[src/design/assert_macros.svh]
// ----------------------------------------------------------------------------
// Assertion macros
// Shared concurrent assertion forms for the debug packet deframer.
// ----------------------------------------------------------------------------
`ifndef ASSERT_MACROS_SVH
`define ASSERT_MACROS_SVH

// Same-cycle implication, disabled while reset is asserted.
`define DPD_ASSERT_NOW(lbl, clk, rst_n, ante, cons, msg) \
  lbl: assert property (@(posedge clk) disable iff (!rst_n) (ante) |-> (cons)) \
    else $error(msg);

// Next-cycle implication, disabled while reset is asserted.
`define DPD_ASSERT_NEXT(lbl, clk, rst_n, ante, cons, msg) \
  lbl: assert property (@(posedge clk) disable iff (!rst_n) (ante) |=> (cons)) \
    else $error(msg);

`endif

[src/design/dpd_pkg.sv]
// ----------------------------------------------------------------------------
// dpd_pkg
// Shared types, character codes and the hex digit decoder of the deframer.
// ----------------------------------------------------------------------------
`default_nettype none

package dpd_pkg;

  // Framing and reply characters.
  localparam logic [7:0] CH_START = 8'h24;  // '$'
  localparam logic [7:0] CH_HASH  = 8'h23;  // '#'
  localparam logic [7:0] CH_ACK   = 8'h2B;  // '+'
  localparam logic [7:0] CH_NACK  = 8'h2D;  // '-'

  // Kind of a result transaction.
  typedef enum logic [1:0] {
    KIND_BYTE   = 2'd0,
    KIND_ACCEPT = 2'd1,
    KIND_REJECT = 2'd2
  } kind_t;

  // One result transaction as it leaves the parser.
  typedef struct packed {
    logic       valid;
    kind_t      kind;
    logic [7:0] value;
  } dpd_res_t;

  // Parser status seen by the top level.
  typedef struct packed {
    logic stage_full;
    logic verdict_load;
    logic idle;
  } dpd_stat_t;

  // Decoded hex digit.
  typedef struct packed {
    logic       ok;
    logic [3:0] val;
  } hex_t;

  // Decodes '0'-'9', 'a'-'f' and 'A'-'F'; anything else is not a digit.
  function automatic hex_t hex_decode(input logic [7:0] c);
    hex_t h;
    h.ok  = 1'b1;
    h.val = 4'd0;
    if (c inside {[8'h30:8'h39]}) begin
      h.val = 4'(c - 8'h30);
    end else if (c inside {[8'h61:8'h66]}) begin
      h.val = 4'(c - 8'h57);
    end else if (c inside {[8'h41:8'h46]}) begin
      h.val = 4'(c - 8'h37);
    end else begin
      h.ok = 1'b0;
    end
    return h;
  endfunction

endpackage

`default_nettype wire

[src/design/dpd_parser.sv]
// ----------------------------------------------------------------------------
// dpd_parser
// Input register and framing state machine: sums the payload, checks the
// two checksum digits and produces payload or verdict transactions.
// ----------------------------------------------------------------------------
`default_nettype none

module dpd_parser #(
  parameter int MAX_PAYLOAD = 4096
) (
  input  wire logic            clk,
  input  wire logic            rst_n,
  input  wire logic            in_valid,
  input  wire logic [7:0]      in_byte,
  output logic                 in_stall,
  input  wire logic            room,
  output dpd_pkg::dpd_res_t    res,
  output dpd_pkg::dpd_stat_t   stat
);

  localparam int CntW = $clog2(MAX_PAYLOAD + 1);
  localparam logic [CntW-1:0] MaxCnt = CntW'(MAX_PAYLOAD);

  typedef enum logic [3:0] {
    PH_IDLE = 4'b0001,
    PH_DATA = 4'b0010,
    PH_DIG1 = 4'b0100,
    PH_DIG2 = 4'b1000
  } phase_t;

  logic            full_r, full_nxt;
  logic [7:0]      byte_r;
  logic            take, advance;

  phase_t          phase_r, phase_nxt;
  logic [7:0]      sum_r, sum_nxt;
  logic [3:0]      hi_r, hi_nxt;
  logic            derr_r, derr_nxt;
  logic [CntW-1:0] cnt_r, cnt_nxt;
  logic            ovf_r, ovf_nxt;

  dpd_pkg::hex_t   hex;
  logic            good;

  // Input register: holds one byte until the output side has room.
  assign advance  = full_r && room;
  assign in_stall = full_r && !room;
  assign take     = in_valid && !in_stall;
  assign full_nxt = take ? 1'b1 : (advance ? 1'b0 : full_r);

  always_ff @(posedge clk) begin
    if (!rst_n) begin
      full_r <= 1'b0;
    end else begin
      full_r <= full_nxt;
    end
  end

  always_ff @(posedge clk) begin
    if (take) begin
      byte_r <= in_byte;
    end
  end

  // Framing state machine, evaluated for the byte in the input register.
  assign hex  = dpd_pkg::hex_decode(byte_r);
  assign good = !derr_r && hex.ok && !ovf_r && ({hi_r, hex.val} == sum_r);

  always_comb begin
    phase_nxt = phase_r;
    sum_nxt   = sum_r;
    hi_nxt    = hi_r;
    derr_nxt  = derr_r;
    cnt_nxt   = cnt_r;
    ovf_nxt   = ovf_r;
    res.valid = 1'b0;
    res.kind  = dpd_pkg::KIND_BYTE;
    res.value = byte_r;
    if (advance) begin
      case (phase_r)
        PH_IDLE: begin
          if (byte_r == dpd_pkg::CH_START) begin
            phase_nxt = PH_DATA;
            sum_nxt   = 8'd0;
            hi_nxt    = 4'd0;
            derr_nxt  = 1'b0;
            cnt_nxt   = '0;
            ovf_nxt   = 1'b0;
          end
        end
        PH_DATA: begin
          if (byte_r == dpd_pkg::CH_START) begin
            // A new start restarts the packet.
            sum_nxt  = 8'd0;
            hi_nxt   = 4'd0;
            derr_nxt = 1'b0;
            cnt_nxt  = '0;
            ovf_nxt  = 1'b0;
          end else if (byte_r == dpd_pkg::CH_HASH) begin
            phase_nxt = PH_DIG1;
          end else begin
            sum_nxt = sum_r + byte_r;
            if (cnt_r >= MaxCnt) begin
              ovf_nxt = 1'b1;
            end else begin
              cnt_nxt   = cnt_r + 1'b1;
              res.valid = 1'b1;
            end
          end
        end
        PH_DIG1: begin
          hi_nxt    = hex.ok ? hex.val : 4'd0;
          derr_nxt  = derr_r || !hex.ok;
          phase_nxt = PH_DIG2;
        end
        PH_DIG2: begin
          derr_nxt  = derr_r || !hex.ok;
          phase_nxt = PH_IDLE;
          res.valid = 1'b1;
          res.kind  = good ? dpd_pkg::KIND_ACCEPT : dpd_pkg::KIND_REJECT;
          res.value = good ? dpd_pkg::CH_ACK : dpd_pkg::CH_NACK;
        end
        default: begin
          phase_nxt = PH_IDLE;
        end
      endcase
    end
  end

  always_ff @(posedge clk) begin
    if (!rst_n) begin
      phase_r <= PH_IDLE;
      sum_r   <= 8'd0;
      hi_r    <= 4'd0;
      derr_r  <= 1'b0;
      cnt_r   <= '0;
      ovf_r   <= 1'b0;
    end else begin
      phase_r <= phase_nxt;
      sum_r   <= sum_nxt;
      hi_r    <= hi_nxt;
      derr_r  <= derr_nxt;
      cnt_r   <= cnt_nxt;
      ovf_r   <= ovf_nxt;
    end
  end

  // Status for the top level.
  assign stat.stage_full   = full_r;
  assign stat.verdict_load = advance && (phase_r == PH_DIG2);
  assign stat.idle         = (phase_r == PH_IDLE);

endmodule

`default_nettype wire

[src/design/dpd_out_reg.sv]
// ----------------------------------------------------------------------------
// dpd_out_reg
// Result register: holds one result transaction until the consumer takes it.
// ----------------------------------------------------------------------------
`default_nettype none

module dpd_out_reg (
  input  wire logic              clk,
  input  wire logic              rst_n,
  input  wire dpd_pkg::dpd_res_t res,
  output logic                   room,
  output logic                   out_valid,
  input  wire logic              out_stall,
  output logic [1:0]             out_item_kind,
  output logic [7:0]             out_item_value
);

  logic          valid_r, valid_nxt;
  dpd_pkg::kind_t kind_r;
  logic [7:0]    value_r;

  // The register can be loaded when empty or drained in this cycle.
  assign room = !valid_r || !out_stall;

  always_comb begin
    valid_nxt = valid_r;
    if (room) begin
      valid_nxt = res.valid;
    end
  end

  always_ff @(posedge clk) begin
    if (!rst_n) begin
      valid_r <= 1'b0;
    end else begin
      valid_r <= valid_nxt;
    end
  end

  always_ff @(posedge clk) begin
    if (room && res.valid) begin
      kind_r  <= res.kind;
      value_r <= res.value;
    end
  end

  assign out_valid      = valid_r;
  assign out_item_kind  = 2'(kind_r);
  assign out_item_value = value_r;

endmodule

`default_nettype wire

[src/design/debug_packet_deframer_core.sv]
// ----------------------------------------------------------------------------
// debug_packet_deframer_core
// Deframer for '$' payload '#' hh packets on a debug serial link.
// ----------------------------------------------------------------------------
// The block takes one byte per cycle while the input register is free or can
// pass its byte on; in_stall holds the flow otherwise. Each byte is captured
// in an input register, runs through the framing state machine from there and
// lands in the result register, so a payload byte or verdict is offered on the
// result port after both registers. Bytes outside a packet, including
// '+' and '-' acknowledgements, are dropped. Payload bytes are passed on as
// they arrive (kind 0); after the second checksum digit one verdict follows,
// kind 1 with '+' on a good checksum or kind 2 with '-' on a mismatch, a
// non-hex digit or a payload longer than MAX_PAYLOAD bytes. On a reject the
// consumer discards the payload it has already received.
`default_nettype none

module debug_packet_deframer_core #(
  parameter int MAX_PAYLOAD = 4096
) (
  input  wire logic       clk,
  input  wire logic       rst_n,
  input  wire logic       in_valid,
  output logic            in_stall,
  input  wire logic [7:0] in_byte,
  output logic            out_valid,
  input  wire logic       out_stall,
  output logic [1:0]      out_item_kind,
  output logic [7:0]      out_item_value
);

`include "assert_macros.svh"

  dpd_pkg::dpd_res_t  res;
  dpd_pkg::dpd_stat_t stat;
  logic               room;
  logic               out_accept, out_reject;
  logic               ack_byte, nack_byte;

  // Framing logic behind the input register.
  dpd_parser #(
    .MAX_PAYLOAD (MAX_PAYLOAD)
  ) u_parser (
    .clk      (clk),
    .rst_n    (rst_n),
    .in_valid (in_valid),
    .in_byte  (in_byte),
    .in_stall (in_stall),
    .room     (room),
    .res      (res),
    .stat     (stat)
  );

  // Result register toward the consumer.
  dpd_out_reg u_out (
    .clk            (clk),
    .rst_n          (rst_n),
    .res            (res),
    .room           (room),
    .out_valid      (out_valid),
    .out_stall      (out_stall),
    .out_item_kind  (out_item_kind),
    .out_item_value (out_item_value)
  );

  // Verdict kinds and reply bytes seen on the result port.
  assign out_accept = out_valid && (out_item_kind == dpd_pkg::KIND_ACCEPT);
  assign out_reject = out_valid && (out_item_kind == dpd_pkg::KIND_REJECT);
  assign ack_byte   = (out_item_value == dpd_pkg::CH_ACK);
  assign nack_byte  = (out_item_value == dpd_pkg::CH_NACK);

  // The input side only stalls while a byte waits in the input register.
  `DPD_ASSERT_NOW(a_stall_needs_byte, clk, rst_n, in_stall, stat.stage_full, "stall without a held byte")

  // A verdict always returns the state machine to waiting for a start.
  `DPD_ASSERT_NEXT(a_verdict_idle, clk, rst_n, stat.verdict_load, stat.idle, "no idle after verdict")

  // An accept transaction always carries the '+' reply byte.
  `DPD_ASSERT_NOW(a_accept_ack, clk, rst_n, out_accept, ack_byte, "accept without ack byte")

  // A reject transaction always carries the '-' reply byte.
  `DPD_ASSERT_NOW(a_reject_nack, clk, rst_n, out_reject, nack_byte, "reject without nack byte")

endmodule

`default_nettype wire

[config.mk]
export PLATFORM = sky130hd
export DESIGN_NAME = debug_packet_deframer_core
export DESIGN_NICKNAME = d
export VERILOG_FILES = /design/src/design/dpd_pkg.sv /design/src/design/dpd_parser.sv /design/src/design/dpd_out_reg.sv /design/src/design/debug_packet_deframer_core.sv
export VERILOG_INCLUDE_DIRS = /design/src /design/src/design
export SDC_FILE = /design/constraint.sdc
export NUM_CORES = 1
export LEC_CHECK = 0
export ABC_AREA = 1
export BUFFER_PORTS_ARGS = -buffer_cell sky130_fd_sc_hd__buf_2
export CORE_AREA = 3 3 77 79
export DETAILED_ROUTE_END_ITERATION = 6
export DIE_AREA = 0 0 80 82
export PLACE_DENSITY = 0.69
export SYNTH_ARGS = -nofsm -noshare
export SYNTH_HDL_FRONTEND = slang
export SYNTH_SLANG_ARGS = --single-unit
[constraint.sdc]
create_clock -name clk -period 3.6 [get_ports clk]
set_clock_uncertainty 0.2 [all_clocks]
set_input_delay 0.54 -clock clk [delete_from_list [all_inputs] [get_ports clk]]
set_output_delay 0.54 -clock clk [all_outputs]
set_load 0.01 [all_outputs]
==> reports/metrics.csv, run 1 <==
metric,value,unit
status,completed,
FP Rows,27,
initial antenna violation count,0,
maximum VDD drop,0.000265,V
setup ws final,0.738,ns
sum of negative setup slack,0,ns
CTS tree,done,
leak pwr,0.00132,µW
post-route minimum period,2.86,ns
initial drt markers,116,
number of global-route vias before repair,2259,
Num CTS Buffers,5,
CP startpoint kind,flop,
Hold Crit Class,in -> reg,
"top cells by area, synth","dfxtp_1 (23%), edfxtp_1 (19%), nand2_1 (11%)",
final WL,6070,µm
gp weighted congestion,0.859,
Least-Margin Pin Slew,0.520,ns
CP dominant cell by count,nand2_1,
Worst Path Required,3.36,ns
syn_area_per_cell,7.50,µm²
placed insts,475,
Final setup viols,0,
final cell count without fillers,483,
slowest CP cell,edfxtp_1,
dpl ws,0.747,ns
Worst path max stage delay,0.55,ns
Synth Register Bits,51,
DP HPWL,4760,µm
DRT antenna net count,0,
leading post-synthesis cells by instance count,"nand2_1 (83), inv_1 (50), nor2_1 (46), dfxtp_1 (33), a21oi_1 (32)",
crit path buf inv count,3,
"Top FF cell, synth",dfxtp_1,
fill cell count,517,
Congestion Overflow GR,0,
Synth area leader,dfxtp_1,
max cap viols,0,
Die ar.,6560,µm²
Die Span Y,82,µm
Ys Warns,0,
PwrDens,347,nW/µm²
ANT cells,0,
Clock Latency Late Sink,0.30,ns
critical-path cell list,inv_1 -> ha_1 -> nand3_1 -> nor2_4 -> nand2_1 -> nand2_2 -> nand2_4 -> inv_4 -> nand2_2 -> inv_2 -> nand2_1 -> nand2_1,
total number of vias,2480,
setup bufs post-CTS,0,
Syn Inst Count,383,
first-pass GRT wire length,10200,µm
number of vias per cell,5.13,
largest net degree at the start of global routing,17,
Post-CTS Hold Fix Bufs,0,
max frequency,349,MHz
"Slew Viols, Final",0,
syn_nets,408,
worst rel slew slack,65.3,%
# H-tree levels,2,
core box area,5410,µm²
"count leader, synth",nand2_1,
top cell type's share of synthesized area,23.0,%
final cycle utilization of the critical path,79.5,%
WP data arrival,2.62,ns
Initial Util,53.2,%
All-Layer GR Usage,19.9,%
die width,80,µm
Initial DRT Pass Iterations,4,
share of post-route cells with drive strength above 1,12.2,%
# nets final,435,
Syn-to-layout area delta,10.2,%
clock root buffer,clkbuf_8,
Crit. End Element,flop,
Post-CTS Resized,0,
RSZ-0062 raised after global routing,false,
ys async rst share,0,%
I/O Pins,24,
crit path kind,reg -> reg,
"delay-heaviest family, CP",simple AND/OR/NAND/NOR gates,
CTS Sinks,51,
"Hold Vio Cnt, Final",0,
# port buffers,23,
Residual DRC,0,
Worst Path Max Fanout,10,
Netlist cell types,33,
"Cell Area, Synth",2870,µm²
"Seq/Total Area, Yosys",41.8,%
drt wl/cell,12.6,µm
Clock Tree Buf Depth,2,
clock slew at reported path FFs,0.08,ns
number of flops mapped to enable cells by yosys,18,
## kinds of logic (layout without fill, tap and decap cells)
logic type | count (synthesis) | in the layout | synth area share, %
flops | 51 | 51 | 41.8
fa+ha+maj | 13 | 13 | 5.92
compound gates | 52 | 52 | 9.80
simple gates | 193 | 193 | 29.9
buf+inv | 60 | 88 | 8.32
xor+xnor | 14 | 14 | 4.27
## routing by layer
| metal | vias up | share of wire (%) | global-route usage, % |
|---|---|---|---|
| met4 | 0 | 2.4 | 7.43 |
| met3 | 14 | 3.8 | 3.84 |
| met5 | - | 0 | 0 |
| met1 | 1118 | 46 | 25.5 |
| met2 | 52 | 47 | 33.3 |
| li1 | 1296 | - | - |
## final cells by class
class,count,area (µm²),share of cell area [%]
clock buffers,5,68.8,2.17
multi-input cells,272,1430,45.3
inverters,56,213,6.71
flip-flops and latches,51,1200,37.9
well taps,72,90.1,2.84
repair buffers,24,123,3.87
clock inverters,3,38.8,1.22
## sequential cells by signal (all words and copies together), names as in the netlist
signal / count
u_out.out_item_value: 8
u_parser.sum_r: 8
u_parser.cnt_r: 13
u_out.out_item_kind: 2
u_parser.full_r: 1
u_parser.ovf_r: 1
u_parser.hi_r: 4
u_out.out_valid: 1
u_parser.phase_r: 4
u_parser.byte_r: 8
u_parser.derr_r: 1
## worst paths after layout
| path | to | slack, ns | cells past startpoint | start |
|---|---|---|---|---|
| hold reg to reg | u_parser.ovf_r | 0.29 | 2 | u_parser.ovf_r |
| setup / recovery | u_out.out_item_value[1] | 0.74 | 12 | u_parser.byte_r[1] |
| setup reg to reg | u_out.out_item_value[1] | 0.74 | 12 | u_parser.byte_r[1] |
| hold / removal | u_parser.byte_r[2] | 0.21 | 1 | in_byte[2] |
## where the power goes
group | total (µW) | internal, µW | switching (µW)
clock | 390 | 203 | 187
sequential | 621 | 605 | 16.2
combinational | 89.1 | 32.3 | 56.8
## stage by stage
stage / power [µW] / hold WS [ns] / utilization (%) / cell area [µm²]
finish: 1100 / 0.212 / 58.6 / 3170
global route: 1140 / 0.198 / 58.6 / 3170
CTS: 1100 / 0.202 / 58.6 / 3170
detailed placement: 723 / 0.274 / 56.6 / 3060
global placement: 723 / 0.266 / 56.6 / 3060
floorplan: 697 / 0.238 / - / 2870
## placed cells by master (no fill, tap or decap), drive strengths merged, types with 6 or more instances in the layout
cell / count
nand2: 88
inv: 56
nor2: 52
dfxtp: 33
a21oi: 33
nand3: 30
buf: 24
edfxtp: 18
nor3: 13
ha: 12
o21ai: 11
xor2: 10
nand4: 6
Power figures use the tool's default switching activity.
==> inputs of run 2 (changes only) <==
Clock period 3.6 ns to 2.9 ns, I/O delays scaled along.
==> run 2 against run 1 <==
Sequential power increased by 24%. Non-clock buffer count increased by 2. First-iteration DRC count decreased by 15%. Final cell count increased by 0.41%. Sequential share of layout area decreased by 0.13 points. Wire length increased by 3.3%. Flip-flop and latch count unchanged. Combinational power increased by 35%. Die area unchanged. Largest cell class unchanged. Highest routed layer unchanged.
==> reports/metrics.csv, run 2 (synthesized netlist as in run 1, its figures left out) <==
metric,value,unit,change
share of post-route cells with drive strength above 1,12.6,%,+0.43 points
number of global-route vias before repair,2183,,-3.4%
switch share,23.9,%,+0.28 points
post-route minimum period,2.57,ns,-0.289 ns
Die ar.,6560,µm²,unchanged
largest net degree at the start of global routing,16,,-1
"Slew Viols, Final",0,,unchanged
initial antenna violation count,0,,unchanged
crit path kind,reg -> reg,,
final WL,6270,µm,+3.3%
clock power share,33.7,%,-1.7 points
final cell count without fillers,485,,+0.41%
most frequent cells in the layout,"nand2_1 (82), inv_1 (50), nor2_1 (46)",,
cell internal pwr,1020,µW,+21%
status,completed,,
fin util,58.8,%,+0.21 points
Post-CTS Resized,0,,unchanged
All-Layer GR Usage,19.2,%,-0.72 points
r2r worst-path depth,12,,unchanged
I/O Pins,24,,unchanged
RSZ-0062 raised after global routing,false,,
Post-CTS Hold Fix Bufs,0,,unchanged
drt wl/cell,12.9,µm,+2.9%
number of vias per cell,5.17,,+0.71%
Top reg by flops,u_parser.cnt_r,,
Congestion Overflow GR,0,,unchanged
placed insts,477,,+0.42%
CP startpoint kind,flop,,
# port buffers,23,,unchanged
setup ws final,0.326,ns,-0.411 ns
total number of vias,2508,,+1.1%
Worst Path Max Fanout,10,,unchanged
Initial Util,53.2,%,unchanged
ANT cells,0,,unchanged
RR Startpoint,u_parser.byte_r[0],,
# nets final,437,,+0.46%
gp weighted congestion,0.858,,-0.10%
Crit. End Element,flop,,
total power,1340,µW,+22%
# H-tree levels,2,,unchanged
Hold Crit Class,in -> reg,,
PwrDens,421,nW/µm²,+21%
worst rel slew slack,71.0,%,+5.7 points
CTS Sinks,51,,unchanged
final cycle utilization of the critical path,88.7,%,+9.2 points
Combinational Power Share,9.0,%,+0.9 points
Sequential Power Share,57.3,%,+0.8 points
hold path startpoint,in_byte[6],,
first-pass GRT wire length,9890,µm,-3.0%
setup bufs post-CTS,0,,unchanged
Residual DRC,0,,unchanged
Hold Path Sink,u_parser.byte_r[6],,
sum of negative setup slack,0,ns,unchanged
Least-Margin Pin Slew,0.430,ns,-0.0892 ns
core box area,5410,µm²,unchanged
max cap viols,0,,unchanged
"commonest non-fill, non-tap cell in the layout",nand2_1,,
Largest register FFs,13,,unchanged
Final setup viols,0,,unchanged
die width,80,µm,unchanged
CTS tree,done,,
Initial DRT Pass Iterations,4,,unchanged
max frequency,389,MHz,+11%
initial drt markers,99,,-15%
"Hold Vio Cnt, Final",0,,unchanged
WP data arrival,2.36,ns,-0.26 ns
sw power,319,µW,+23%
flop2flop setup slack,0.33,ns,-0.41 ns
Worst Path Required,2.69,ns,-0.67 ns
DRT antenna net count,0,,unchanged
Clock Latency Late Sink,0.30,ns,about the same
fill cell count,527,,+1.9%
DP HPWL,4880,µm,+2.5%
RR Endpoint,u_out.out_item_value[5],,
Die Span Y,82,µm,unchanged
clock slew at reported path FFs,0.08,ns,about the same
Num CTS Buffers,5,,unchanged
maximum VDD drop,0.000227,V,-14%
Clock Tree Buf Depth,2,,unchanged
leak pwr,0.00132,µW,+0.61%
Syn-to-layout area delta,10.6,%,
clock root buffer,clkbuf_8,,
FP Rows,27,,unchanged
dpl ws,0.194,ns,-0.553 ns
Hold Path Depth,1,,unchanged
run 2: cell count changes in the layout (fill, tap and decap cells not counted):
cell	previous run	this run
buf_4	1	3
clkbuf_1	0	2
bufinv_16	1	0
clkbuf_16	0	1
clkinv_1	1	0
clkinvlp_2	1	0
nand2_1	83	82
nand2_2	3	4
run 2: worst max path at each step:
stage	start	to	slack, ns	cells past startpoint
finish	u_parser.byte_r[0]	u_out.out_item_value[5]	0.33	12
global route	u_parser.byte_r[0]	u_out.out_item_value[5]	0.13	12
CTS	u_parser.byte_r[0]	u_out.out_item_value[5]	0.19	12
detailed placement	u_parser.byte_r[0]	u_out.out_item_value[4]	0.19	12
global placement	u_parser.byte_r[0]	u_out.out_item_value[7]	0.30	12
floorplan	u_parser.byte_r[1]	u_out.out_item_kind[0]	0.45	12
run 2: worst max-delay path, stage by stage (launching register included):
cell and delay, ns:
edfxtp_1 0.40, inv_1 0.14, ha_1 0.22, nand3_1 0.13, nor2_4 0.24, nand2_1 0.10, nand2_2 0.08, nand2_4 0.09
inv_4 0.10, nand2_2 0.10, inv_2 0.13, nand2_1 0.12, nand2_2 0.22
run 2: metrics by stage:
step / instance area, µm² / hold slack, ns
after floorplan: 2870 / 0.238
after global placement: 3080 / 0.267
after detailed placement: 3080 / 0.279
after CTS: 3180 / 0.0978
after global routing: 3180 / 0.0957
final: 3180 / 0.110
run 2: power by group through the flow:
stage               registers, µW  clock network, µW  logic (µW)
floorplan                     779                  0        86.1
global placement              782                  0         119
detailed placement            783                  0         119
CTS                           766                460         120
global route                  768                491         137
finish                        767                450         120
run 2: area by class of cell:
cell class              count  area [µm²]  area share [%]
flip-flops and latches     51        1200            37.8
clock buffers               8         101            3.19
multi-input cells         272        1440            45.2
repair buffers             26         138            4.33
inverters                  56         213            6.69
well taps                  72        90.1            2.83
run 2: metal layers:
metal / vias to the layer above / wire, µm / global-route usage, %
met5: - / 0 / 0
met4: 0 / 88 / 6.08
met3: 11 / 248 / 3.29
met2: 79 / 3040 / 33.5
met1: 1117 / 2890 / 24.1
li1: 1301 / - / -
